<file path="src/sv/rna_pkg.sv">
// Shared types, codes and widths of the rational number ALU.
package rna_pkg;

	localparam int unsigned DEF_WIDTH = 32;
	localparam int unsigned NUM_W     = 32;
	localparam int unsigned DEN_W     = 31;
	localparam int unsigned PROD_W    = 64;
	localparam int unsigned MAG_W     = 63;
	localparam int unsigned OPND_W    = 33;

	typedef enum logic [2:0] {
		OP_ADD = 3'd0,
		OP_SUB = 3'd1,
		OP_MUL = 3'd2,
		OP_DIV = 3'd3,
		OP_NEG = 3'd4,
		OP_CMP = 3'd5
	} op_t;

	typedef enum logic [1:0] {
		CMP_EQ = 2'd0,
		CMP_LT = 2'd1,
		CMP_GT = 2'd2
	} cmp_t;

endpackage

</file>
<file path="src/sv/rna_mul.sv">
// Signed multiplier with registered product, shared by all product terms.
module rna_mul (
	input  logic                                clk,
	input  logic signed [rna_pkg::OPND_W-1:0]   x,
	input  logic signed [rna_pkg::OPND_W-1:0]   y,
	output logic signed [rna_pkg::PROD_W-1:0]   p
);
	import rna_pkg::*;

	logic signed [2*OPND_W-1:0] prod;
	logic signed [PROD_W-1:0]   p_q;

	assign prod = x * y;

	always_ff @(posedge clk) begin
		p_q <= prod[PROD_W-1:0];
	end

	assign p = p_q;
endmodule

</file>
<file path="config.mk">
export PLATFORM = sky130hd
export DESIGN_NAME = rna_mul
export DESIGN_NICKNAME = d
export VERILOG_FILES = /design/src/sv/rna_pkg.sv /design/src/sv/rna_mul.sv
export SDC_FILE = /design/constraint.sdc
export NUM_CORES = 2
export LEC_CHECK = 0
export BUFFER_PORTS_ARGS = -buffer_cell sky130_fd_sc_hd__buf_2
export CAP_MARGIN = 20
export CORE_ASPECT_RATIO = 1.5
export CORE_MARGIN = 1.5
export CORE_UTILIZATION = 30
export CTS_CLUSTER_SIZE = 14
export DETAILED_ROUTE_END_ITERATION = 8
export HOLD_SLACK_MARGIN = 0.12
export PLACE_DENSITY = 0.42
export SETUP_SLACK_MARGIN = 0.05
export SYNTH_ARGS = -nofsm -noshare
export SYNTH_HDL_FRONTEND = slang
export SYNTH_SLANG_ARGS = --single-unit
</file>
<file path="constraint.sdc">
create_clock -name clk -period 10.3 [get_ports clk]
set_input_delay 1.03 -clock clk [delete_from_list [all_inputs] [get_ports clk]]
set_output_delay 1.03 -clock clk [all_outputs]
set_load 0.02 [all_outputs]
</file>
==> metrics.md <==
| Metric | Value |
|---|---|
| Status | `finished, final reports clean` |
| Post-synthesis net count | `between 5000 and 6000` |
| Final Cycle Share | `a little under nine tenths` |
| DR vias | `roughly 27000` |
| Htree depth | `3` |
| CTS tree | `yes` |
| Slew Viols, Final | `0` |
| Gpl congestion | `0.842` |
| GR Overflow Total | `0` |
| Die Area | `about 0.13 mm2` |
| Synth-to-layout area growth | `6.71%` |
| CTS buffer count | `9` |
| First-pass DRT Iterations | `5` |
| Most common cell in the netlist | `fa_1` |
| # port buffers | `between 100 and 150` |
| Die width | `about 300 um` |
| CTS sink cnt | `64` |
| Async set-reset flop share out of synthesis | `0%` |
| Relative slew margins | `between 30% and 40%` |
| Most common library cells after synthesis | `fa_1, inv_1, and2_1` |
| Setup violators final | `0` |
| Flip-flop count of the largest register after layout | `64` |
| Crit path DAT | `between 9000 and 10000 ps` |
| DR iter-0 viols | `~940` |
| Initial Util | `a little under a third` |
| Worst Tran Pin Value | `between 900 and 1000 ps` |
| # DRC | `0` |
| Number of synthesized flops with an enable pin | `0` |
| Cell variety after synth | `57` |
| Layout cell share with drive strength beyond 1 | `~4.7%` |
| Max Cap Viol | `0` |
| Net count, final | `~5600` |
| Total setup buffers inserted after CTS | `0` |
| Ys Warns | `0` |
| Worst setup path startpoint | `y[4]` |
| Fin util | `32.2%` |
| Yosys top cell area share | `between 50 and 60%` |
| GRT Total Usage | `between 20 and 25%` |
| Critical Path Sink Type | `flip-flop` |
| Worst Hold Class | `input pin to flip-flop` |
| Area leader, netlist | `fa_1` |
| RSZ-0062 raised after global routing | `no` |
| Die Height | `between 400 and 500 um` |
| Sequential share of the synthesized area | `~3.2%` |
| Required time worst endpoint | `around 11000 ps` |
| TNS Setup | `0 ps` |
| Largest net degree at the start of global routing | `35` |
| CTS root buf | `clkbuf_16` |
| I/O pins | `between 100 and 150` |
| CP max FO | `33` |
| Largest cells by area after synthesis | `fa_1, inv_1, and2_1` |
| Yosys reg bits | `64` |
| Initial antenna violation count | `11` |
| Hold depth | `3` |
| Core Area | `about 0.13 mm2` |
| First-pass GRT wire length | `202000 um` |
| CTS Buffer Depth | `2` |
| F_max | `0.113 GHz` |
| Hold_ws | `1320 ps` |
| Worst min-delay path startpoint | `y[1]` |
| Cell Rows | `163` |
| Min Tclk post-route | `8860 ps` |
| Post-synth top flop | `dfxtp_1` |
| Detail Route Antenna Nets | `0` |
| Dpl hpwl | `115000 um` |
| Vias in the first global route | `approximately 32000` |
| Fin. Hold Viols | `0` |
| WHS Endpoint | `p[1]` |
| Final wirelength | `134000 um` |
| Cell area after synthesis | `between 0.03 and 0.04 mm2` |
| Mapped Cells | `around 4200` |
| Worst-path clk slew | `about 70 ps` |
| WS Path Type | `input pin to flip-flop` |
| Mean routed wirelength per cell | `approximately 23 um` |
| # hold bufs at CTS | `0` |
| CP Launch Type | `input pin` |
| Via density | `~4.6` |
| Resized cells post-CTS | `0` |
| Avg Inst Size Synth | `9.40 um2` |
-- critical path: stages --
cell	delay, ps
buf_2	570
and2_1	300
fa_1	480
fa_1	510
fa_1	510
buf_4	200
inv_1	130
fa_1	810
inv_1	360
fa_1	560
fa_1	500
fa_1	500
inv_1	50
fa_1	470
inv_1	40
ha_1	340
a21o_1	200
a21o_1	170
a21oi_1	230
nand2_1	80
o31ai_1	530
o211ai_1	190
a21oi_1	200
xnor2_1	150
-- worst max path at each step --
stage,end,slack [ps],cells past startpoint
4_1_cts,p[60],1410,25
3_5_place_dp,p[60],1050,26
6_report,p[63],1440,24
5_1_grt,p[60],920,25
3_3_place_gp,p[60],1040,26
2_1_floorplan,p[63],2010,24
-- cell type report --
cell class / instances / area [um2]
fillers: 13900 / 88900
repair buffers: 174 / 981
multi-input cells: 2835 / 33400
inverters: 1086 / 4080
clock inverters: 6 / 92.6
clock buffers: 10 / 239
well taps: 1732 / 2170
flip-flops and latches: 64 / 1280
diodes: 3 / 7.51
-- routing by layer --
layer | vias to the layer above | GRT usage (%) | wire length [um]
met3 | 245 | 1.46 | 2400
li1 | 11800 | - | -
met2 | 482 | 42.7 | 80000
met4 | 2 | 13.5 | 10600
met1 | 14800 | 19.2 | 41200
met5 | - | 0 | 13
-- logic make-up (layout without fill, tap and decap cells) --
group | count (synthesis) | after routing | synth area share [%]
simple gates | 1221 | 1221 | 15.7
mux | 1 | 1 | 0.0253
compound gates | 200 | 200 | 3.25
other cells | 0 | 3 | 0
flops | 64 | 64 | 3.24
fa+ha+maj | 1337 | 1337 | 63.7
xor+xnor | 76 | 76 | 1.68
buf+inv | 1308 | 1276 | 12.4
-- stage by stage --
step / setup slack (ps) / area, um2 / std cells
after floorplan: 2010 / 39500 / 4207
after global placement: 1040 / 41900 / 5891
after detailed placement: 1050 / 41900 / 5891
after CTS: 1410 / 42200 / 5907
after global routing: 916 / 42200 / 5909
final: 1440 / 42200 / 5910
-- placed cells by master, fill, tap and decap left out, drive strengths merged, types with 7 or more instances in the layout --
| cell type | Yosys | routed |
|---|---|---|
| o21ai | 36 | 36 |
| nor3 | 12 | 12 |
| nor2 | 18 | 18 |
| xnor2 | 55 | 55 |
| fa | 1125 | 1125 |
| o21bai | 7 | 7 |
| nand4 | 12 | 12 |
| a21oi | 70 | 70 |
| nand2 | 547 | 547 |
| dfxtp | 64 | 64 |
| clkbuf | 222 | 10 |
| o21a | 18 | 18 |
| and2 | 548 | 548 |
| inv | 1086 | 1086 |
| a211oi | 9 | 9 |
| buf | 0 | 174 |
| nand2b | 9 | 9 |
| nor2b | 32 | 32 |
| nand3 | 18 | 18 |
| a21o | 18 | 18 |
| xor2 | 21 | 21 |
| ha | 212 | 212 |
| o211ai | 7 | 7 |
Power is not shown: default switching activity piles up to over one toggle a cycle in this logic, so the estimate is an artifact.
