File: src/sv/rna_pkg.sv
// Shared types, codes and widths of the rational number ALU.
package rna_pkg;

	localparam int unsigned DEF_WIDTH = 32;
	localparam int unsigned NUM_W     = 32;
	localparam int unsigned DEN_W     = 31;
	localparam int unsigned PROD_W    = 64;
	localparam int unsigned MAG_W     = 63;
	localparam int unsigned OPND_W    = 33;

	typedef enum logic [2:0] {
		OP_ADD = 3'd0,
		OP_SUB = 3'd1,
		OP_MUL = 3'd2,
		OP_DIV = 3'd3,
		OP_NEG = 3'd4,
		OP_CMP = 3'd5
	} op_t;

	typedef enum logic [1:0] {
		CMP_EQ = 2'd0,
		CMP_LT = 2'd1,
		CMP_GT = 2'd2
	} cmp_t;

endpackage

File: src/sv/rna_red.sv
// Reduction unit: binary GCD then two restoring divisions on one subtractor.
module rna_red (
	input  logic                        clk,
	input  logic                        arst_n,
	input  logic                        start,
	input  logic [rna_pkg::MAG_W-1:0]   num_in,
	input  logic [rna_pkg::MAG_W-1:0]   den_in,
	output logic                        done,
	output logic [rna_pkg::MAG_W-1:0]   num_out,
	output logic [rna_pkg::MAG_W-1:0]   den_out
);
	import rna_pkg::*;

	localparam int unsigned CNT_W = $clog2(MAG_W);

	typedef enum logic [3:0] {
		R_IDLE = 4'b0001,
		R_GCD  = 4'b0010,
		R_DIVN = 4'b0100,
		R_DIVD = 4'b1000
	} red_state_t;

	red_state_t        state_q;
	logic [MAG_W-1:0]  u_q, v_q, g_q, nsave_q, dsave_q, rem_q, dvd_q, quo_q, qn_q;
	logic [CNT_W-1:0]  k_q, cnt_q;
	logic              done_q;
	logic [MAG_W+1:0]  sub_a, sub_b, diff;
	logic [MAG_W-1:0]  absd, gcd_val;
	logic [MAG_W:0]    rem_sh;

	assign rem_sh = {rem_q, dvd_q[MAG_W-1]};

	always_comb begin
		if (state_q == R_GCD) begin
			sub_a = {2'b00, u_q};
			sub_b = {2'b00, v_q};
		end else begin
			sub_a = {1'b0, rem_sh};
			sub_b = {2'b00, g_q};
		end
	end

	assign diff    = sub_a - sub_b;
	assign absd    = diff[MAG_W+1] ? MAG_W'(sub_b - sub_a) : diff[MAG_W-1:0];
	assign gcd_val = (u_q | v_q) << k_q;

	always_ff @(posedge clk or negedge arst_n) begin
		if (!arst_n) begin
			state_q <= R_IDLE;
			done_q  <= 1'b0;
		end else begin
			done_q <= 1'b0;
			case (state_q)
				R_IDLE: begin
					if (start) state_q <= R_GCD;
				end
				R_GCD: begin
					if (u_q == '0 || v_q == '0) state_q <= R_DIVN;
				end
				R_DIVN: begin
					if (cnt_q == CNT_W'(MAG_W-1)) state_q <= R_DIVD;
				end
				R_DIVD: begin
					if (cnt_q == CNT_W'(MAG_W-1)) begin
						state_q <= R_IDLE;
						done_q  <= 1'b1;
					end
				end
				default: state_q <= R_IDLE;
			endcase
		end
	end

	always_ff @(posedge clk) begin
		case (state_q)
			R_IDLE: begin
				u_q     <= num_in;
				v_q     <= den_in;
				nsave_q <= num_in;
				dsave_q <= den_in;
				k_q     <= '0;
			end
			R_GCD: begin
				if (u_q == '0 || v_q == '0) begin
					g_q   <= gcd_val;
					rem_q <= '0;
					dvd_q <= nsave_q;
					cnt_q <= '0;
				end else if (!u_q[0] && !v_q[0]) begin
					u_q <= u_q >> 1;
					v_q <= v_q >> 1;
					k_q <= k_q + CNT_W'(1);
				end else if (!u_q[0]) begin
					u_q <= u_q >> 1;
				end else if (!v_q[0]) begin
					v_q <= v_q >> 1;
				end else if (!diff[MAG_W+1]) begin
					u_q <= absd >> 1;
				end else begin
					v_q <= absd >> 1;
				end
			end
			R_DIVN, R_DIVD: begin
				quo_q <= {quo_q[MAG_W-2:0], ~diff[MAG_W+1]};
				if (cnt_q == CNT_W'(MAG_W-1) && state_q == R_DIVN) begin
					qn_q  <= {quo_q[MAG_W-2:0], ~diff[MAG_W+1]};
					rem_q <= '0;
					dvd_q <= dsave_q;
					cnt_q <= '0;
				end else begin
					dvd_q <= dvd_q << 1;
					cnt_q <= cnt_q + CNT_W'(1);
					if (!diff[MAG_W+1]) rem_q <= diff[MAG_W-1:0];
					else                rem_q <= rem_sh[MAG_W-1:0];
				end
			end
			default: ;
		endcase
	end

	assign done    = done_q;
	assign num_out = qn_q;
	assign den_out = quo_q;
endmodule

File: config.mk
export PLATFORM = sky130hd
export DESIGN_NAME = rna_red
export DESIGN_NICKNAME = d
export VERILOG_FILES = /design/src/sv/rna_pkg.sv /design/src/sv/rna_red.sv
export SDC_FILE = /design/constraint.sdc
export NUM_CORES = 1
export LEC_CHECK = 0
export BUFFER_PORTS_ARGS = -buffer_cell sky130_fd_sc_hd__buf_2
export CAP_MARGIN = 20
export CELL_PAD_IN_SITES_DETAIL_PLACEMENT = 1
export CELL_PAD_IN_SITES_GLOBAL_PLACEMENT = 2
export CORE_UTILIZATION = 39
export CTS_BUF_LIST = sky130_fd_sc_hd__clkbuf_16
export DETAILED_ROUTE_END_ITERATION = 8
export PLACE_DENSITY_LB_ADDON = 0.1
export SLEW_MARGIN = 0
export SYNTH_ARGS = -nofsm -noshare
export SYNTH_HDL_FRONTEND = slang
export SYNTH_SLANG_ARGS = --single-unit
File: constraint.sdc
create_clock -name clk -period 20.5 [get_ports clk]
set_clock_uncertainty 0.2 [all_clocks]
set_input_delay 6.15 -clock clk [delete_from_list [all_inputs] [get_ports clk]]
set_output_delay 6.15 -clock clk [all_outputs]
set_load 0.02 [all_outputs]
==> out/summary.txt, run 1 <==
CTS H-tree lvls - 3
Initial antenna violation count - 9
Worst-path clk slew - 0.07 ns
Largest net degree at the start of global routing - 94
Number of synthesized flops with an enable pin - 579
# DRC - 0
Post-synth top cells - nand2_1 (746), edfxtp_1 (579), a21oi_1 (385)
Yosys top cell by area - edfxtp_1
Final slew viol count - 0
Critical Path RT - 20.66 ns
Number of antenna-violating nets in the routed design - 0
Worst Setup End Kind - flop
Num CTS Buffers - 71
Fin nets - 4219
Share of cells above drive strength 1 - 12.3%
Avg Inst Size Synth - 9.40 µm²
Tcrit/Tclk final - 37.7%
Setup slack after layout - 12.77 ns
Final Util - 44.8%
Yosys top cell area share - 48.7%
Post-Synthesis Cells - 3797
Crit-path max FO - 93
YS warnings - 0
Clk Latency, worst-skew pair - 0.67 ns
Ports - 256
DR WL/cell - 30.5 µm
#FFs+latches synth - 584
Worst min path class - flop to flop
Synth Cell Area - 35700 µm²
Row cnt - 110
Via density per instance - 5.97
Final WL - 158 mm
Synth area leaders - edfxtp_1 (49%), nand2_1 (7.8%), a21oi_1 (5.4%), ha_1 (4.5%), mux2i_1 (4.0%)
Final Hold Violating Endpoints - 0
Setup CP Type - flop to flop
Final setup fails - 0
Outcome - finished clean
First-pass GRT wire length - 224 mm
Initial Util - 39.5%
CP Launch Type - flop
Min cycle time layout - 7.73 ns
Pre-CTS setup slack - 12.78 ns
Die width - 304 µm
Sequential-to-total area share from yosys stat - 49.1%
Worst slew margin - 25.6%
Total iterations of the first detailed-routing run - 5
Worst Path Arrival - 7.90 ns
Net Count, Synth - 4056
RSZ-0062 raised after global routing - no
Worst slew pin tran - 1.10 ns
Buffers on Ports - 255
Remaining Overflow, GRT - 0
Vias - 31000
Overall routing resource usage - 33.6%
Area Growth Syn to Fin - 13.4%
Max Clock Freq - 129 MHz
Core ar. - 90300 µm²
Post-CTS Setup Bufs - 0
CTS tree - done
Hpwl dp - 121 mm
Fraction of registers with async set or reset after synthesis - 0.856%
Max clock buf depth - 3
Setup TNS - 0 ns
Netlist cell types - 75
Count leader, synth - nand2_1
Die Height - 304 µm
CTS Sinks - 584
Post-CTS Resized - 0
Die ar. - 92700 µm²
Routability Congestion - 0.978
Main synth FF type - edfxtp_1
CTS Hold Bufs - 0
MaxCap Viol Count - 0
Root Buffer - clkbuf_16
Starting DRC count in detailed routing - 3580
Number of global-route vias before repair - 30500
==> final timing paths <==
path / startpoint / slack, ns / depth (start not counted) / end
worst max-delay path: state_q[0] / 12.77 / 20 / v_q[0]
worst min-delay path: den_out[61] / 0.27 / 0 / den_out[62]
worst max register to register: state_q[0] / 12.77 / 20 / v_q[0]
worst min register to register: den_out[61] / 0.27 / 0 / den_out[62]
max in group asynchronous: arst_n / 14.74 / 1 / state_q[0]
min in group asynchronous: arst_n / 5.14 / 1 / done
==> worst max-delay path, cell delays in order, from the launching register on <==
cell and delay [ns]:
dfstp_2 0.56, nand2b_1 0.18, or3_4 0.65, buf_4 0.83, buf_4 0.52, nand2_1 0.09
and2_1 0.18, ha_1 0.43, a21oi_1 0.29, o21ai_0 0.22, a22oi_1 0.29, a31o_2 0.25
o31a_1 0.15, a21o_4 0.46, clkinv_2 0.55, buf_4 0.44, nor2_2 0.37, buf_4 0.37
nand2_1 0.08, o21ai_0 0.07, o21ai_0 0.09
==> layer usage <==
layer | global-route usage (%) | share of wire, % | vias up
li1 | - | - | 13900
met1 | 49.9 | 46 | 15700
met2 | 48.1 | 42 | 1287
met3 | 8.94 | 10 | 164
met4 | 8.39 | 2.3 | 0
met5 | 0 | 0 | -
==> layout make-up <==
type	count	area, µm²
clock buffer	72	1800
antenna	4	10.0
fill	10300	49800
timing repair buffer	330	1850
sequential	584	17500
clock inverter	55	504
tap	1176	1470
inverter	206	774
multi-input combinational	2767	16500
==> cell usage in the layout (no fill, tap or decap), types with 45 or more instances in the layout <==
cell type / count
buf_4: 74
clkbuf_16: 72
inv_1: 206
nand4_1: 45
ha_1: 128
nor2_1: 223
nor2b_1: 46
nand2_1: 746
nor3_1: 89
o21ai_0: 194
a21oi_1: 383
a22oi_1: 89
edfxtp_1: 579
and2_1: 81
xnor2_1: 88
buf_2: 255
mux2i_1: 144
==> cells by family (layout without fill, tap and decap cells) <==
family	Yosys count	after routing	share of synthesized area [%]
buffers and inverters	446	663	4.84
XOR/XNOR	128	128	3.14
flip-flops	584	584	49.1
AND/OR/NAND/NOR	1363	1363	16.8
AO/OA/AOI/OAI	982	982	16.7
other	0	4	0
adder cells (fa/ha/maj)	130	130	4.60
multiplexers	164	164	4.86
==> through the flow <==
step                      hold WS [ns]  instances  cell area, µm²
after global routing             0.292       5191           40500
after floorplan                  0.269       3797           35700
after detailed placement         0.256       5063           38200
after CTS                        0.268       5190           40500
final                            0.268       5194           40500
after global placement           0.248       5063           38200
==> registers in the layout, indices dropped and copies added, names as in the netlist <==
register,flops
nsave_q,63
dvd_q,63
g_q,63
k_q,6
dsave_q,63
cnt_q,6
rem_q,63
u_q,63
done,1
v_q,63
num_out,63
state_q,4
den_out,63
Power of run 1 is not shown: default switching activity piles up to over one toggle a cycle in this logic, so the estimate is an artifact.
==> run 2: changes to the inputs <==
- ABC_AREA: not set -> 1
- CORE_UTILIZATION: 39 -> 33
- clock period: 20.5 -> 6.7 ns (I/O delays scaled with it)
==> out/summary.txt, run 2 <==
Outcome - finished clean
DR WL/cell - 28.7 µm
Worst slew pin tran - 1.22 ns
Post-synth top cells - nand2_1 (1527), inv_1 (697), edfxtp_1 (579)
MaxCap Viol Count - 0
Hold Crit Depth - 0
Share of cells above drive strength 1 - 11.6%
Min cycle time layout - 5.91 ns
Buffers on Ports - 255
Hold EP - num_out[59]
Worst Path Arrival - 6.19 ns
Ports - 256
Sequential-to-total area share from yosys stat - 45.2%
RSZ-0062 raised after global routing - no
CP peak stage delay - 0.93 ns
#FFs+latches synth - 584
Largest net degree at the start of global routing - 107
Setup TNS - 0 ns
Die width - 345 µm
Worst R2R Start - state_q[2]
Max clock buf depth - 3
CTS Sinks - 584
CTS H-tree lvls - 3
Netlist cell types - 46
YS warnings - 0
Row cnt - 125
Post-CTS Resized - 0
Clk Latency, worst-skew pair - 0.69 ns
Number of global-route vias before repair - 35900
CTS Hold Bufs - 0
Max Clock Freq - 169 MHz
First-pass GRT wire length - 270 mm
Hold Startpoint - den_out[58]
Worst VDD drop - 278 µV
Worst slew margin - 17.9%
Fin Hold WS - 0.274 ns
PwrDens - 576 nW/µm²
# DRC - 0
Synth area leaders - edfxtp_1 (45%), nand2_1 (15%), inv_1 (6.8%), nand3_1 (5.2%), ha_1 (4.1%)
Number of antenna-violating nets in the routed design - 0
Crit path buf inv count - 4
Post-CTS Setup Bufs - 0
Initial Util - 33.3%
Core ar. - 116000 µm²
Fin nets - 5457
Post-Synthesis Cells - 5011
Area Growth Syn to Fin - 13.5%
Yosys top cell area share - 44.9%
Die ar. - 119000 µm²
Final setup fails - 0
Setup CP Type - flop to flop
Commonest non-fill, non-tap cell in the layout - nand2_1
Yosys top cell by area - edfxtp_1
Net Count, Synth - 5270
Crit-path max FO - 59
Top delay family on crit path - simple AND/OR/NAND/NOR gates
Worst R2R Path Depth - 18
Worst-path clk slew - 0.06 ns
Vias - 36600
Commonest non-fill, non-tap cells in the layout - nand2_1 (1524), inv_1 (702), edfxtp_1 (579)
Final slew viol count - 0
Critical path cell sequence - nor2_1 > nand3_4 > inv_2 > buf_12 > or2_2 > o21ai_0 > ha_1 > nand2_1 > nor2_2 > inv_2 > nor2_4 > nand2_2 > nor3_2 > nand2_2 > nand2_4 > buf_4 > nand3_1 > a21oi_1
Flop-to-flop setup slack - 0.79 ns
Worst Setup End Kind - flop
CP Launch Type - flop
Worst reg2reg path endpoint - rem_q[50]
Critical Path RT - 6.98 ns
Synth Cell Area - 38700 µm²
Placed instance area - 41600 µm²
Fraction of registers with async set or reset after synthesis - 0.856%
CTS tree - done
Root Buffer - clkbuf_16
Overall routing resource usage - 32.4%
Num CTS Buffers - 73
Tcrit/Tclk final - 88.2%
Starting DRC count in detailed routing - 3735
Hpwl dp - 156 mm
Avg Inst Size Synth - 7.73 µm²
Final WL - 195 mm
CP max stage cell - buf_4
Post-route cell area - 44000 µm²
Count leader, synth - nand2_1
Total iterations of the first detailed-routing run - 6
Worst min path class - flop to flop
Number of synthesized flops with an enable pin - 579
Via density per instance - 5.40
Remaining Overflow, GRT - 0
Initial antenna violation count - 17
Leakage - 19.6 nW
Die Height - 345 µm
Main synth FF type - edfxtp_1
Final Hold Violating Endpoints - 0
Routability Congestion - 1.03
run 2: changes by cell type in the layout (fill, tap and decap cells not counted), moves of 89 or more:
| cell | before | now |
|---|---|---|
| a21oi_1 | 383 | 278 |
| nor2_1 | 223 | 352 |
| nand3_1 | 27 | 405 |
| a22oi_1 | 89 | 0 |
| inv_1 | 206 | 702 |
| mux2i_1 | 144 | 12 |
| nand2_1 | 746 | 1524 |
run 2: through the flow:
step                      power (mW)  util, %  cells  setup slack, ns
after floorplan                 14.9        -   5011            0.250
after global placement          21.1     35.8   6647             1.05
after detailed placement        21.1     35.8   6647            0.949
after CTS                       25.2     37.8   6778            0.907
after global routing            26.7     37.8   6778            0.490
final                           25.3     37.8   6780            0.788
run 2: worst reg2reg max path, stage by stage, from the launching register on:
cell and delay [ns]:
dfrtp_1 0.39, nor2_1 0.22, nand3_4 0.14, inv_2 0.51, buf_12 0.40, or2_2 0.21, o21ai_0 0.16, ha_1 0.51
nand2_1 0.20, nor2_2 0.19, inv_2 0.08, nor2_4 0.14, nand2_2 0.10, nor3_2 0.32, nand2_2 0.12, nand2_4 0.30
buf_4 0.93, nand3_1 0.37, a21oi_1 0.23
run 2: final cells by class:
type                            count  area (µm²)
Antenna cell                        2        5.00
Fill cell                       14200       72200
Inverter                          709        2670
Sequential cell                   584       17500
Clock inverter                     58         515
Clock buffer                       73        1830
Timing Repair Buffer              308        1760
Multi-Input combinational cell   3522       17800
Tap cell                         1524        1910
run 2: kinds of logic after synthesis:
kind of cell	Yosys count	synth area share, %
flip-flops	584	45.2
buffers and inverters	905	9.07
AND/OR/NAND/NOR	2529	27.8
XOR/XNOR	42	0.950
AO/OA/AOI/OAI	809	12.4
multiplexers	12	0.310
adder cells (fa/ha/maj)	130	4.24
run 2: power breakdown:
group	leakage (nW)	switching [mW]	internal [mW]
sequential	5.38	0.591	5.23
combinational	13.0	11.7	3.89
clock	1.18	1.73	2.24
total	19.6	14.0	11.4
run 2: worst max path at each step:
stage          startpoint        end  slack, ns  cells after the start
4_1_cts        state_q[0]  rem_q[50]       0.91                     23
6_report       state_q[2]  rem_q[50]       0.79                     18
3_3_place_gp   state_q[2]  rem_q[49]       1.05                     18
3_5_place_dp   state_q[0]  rem_q[50]       0.95                     23
5_1_grt        state_q[0]    u_q[51]       0.49                     23
2_1_floorplan  state_q[0]    v_q[10]       0.25                     20
run 2: per-layer routing:
metal  vias to the layer above  global-route usage, %  part of all wire (%)
met5                         -                      0                 0.020
met4                         6                   9.04                   2.7
met3                       203                   7.18                   8.9
met2                      1364                   46.9                    41
met1                     18200                   47.9                    47
li1                      16800                      -                     -
Power figures use the tool's default switching activity.
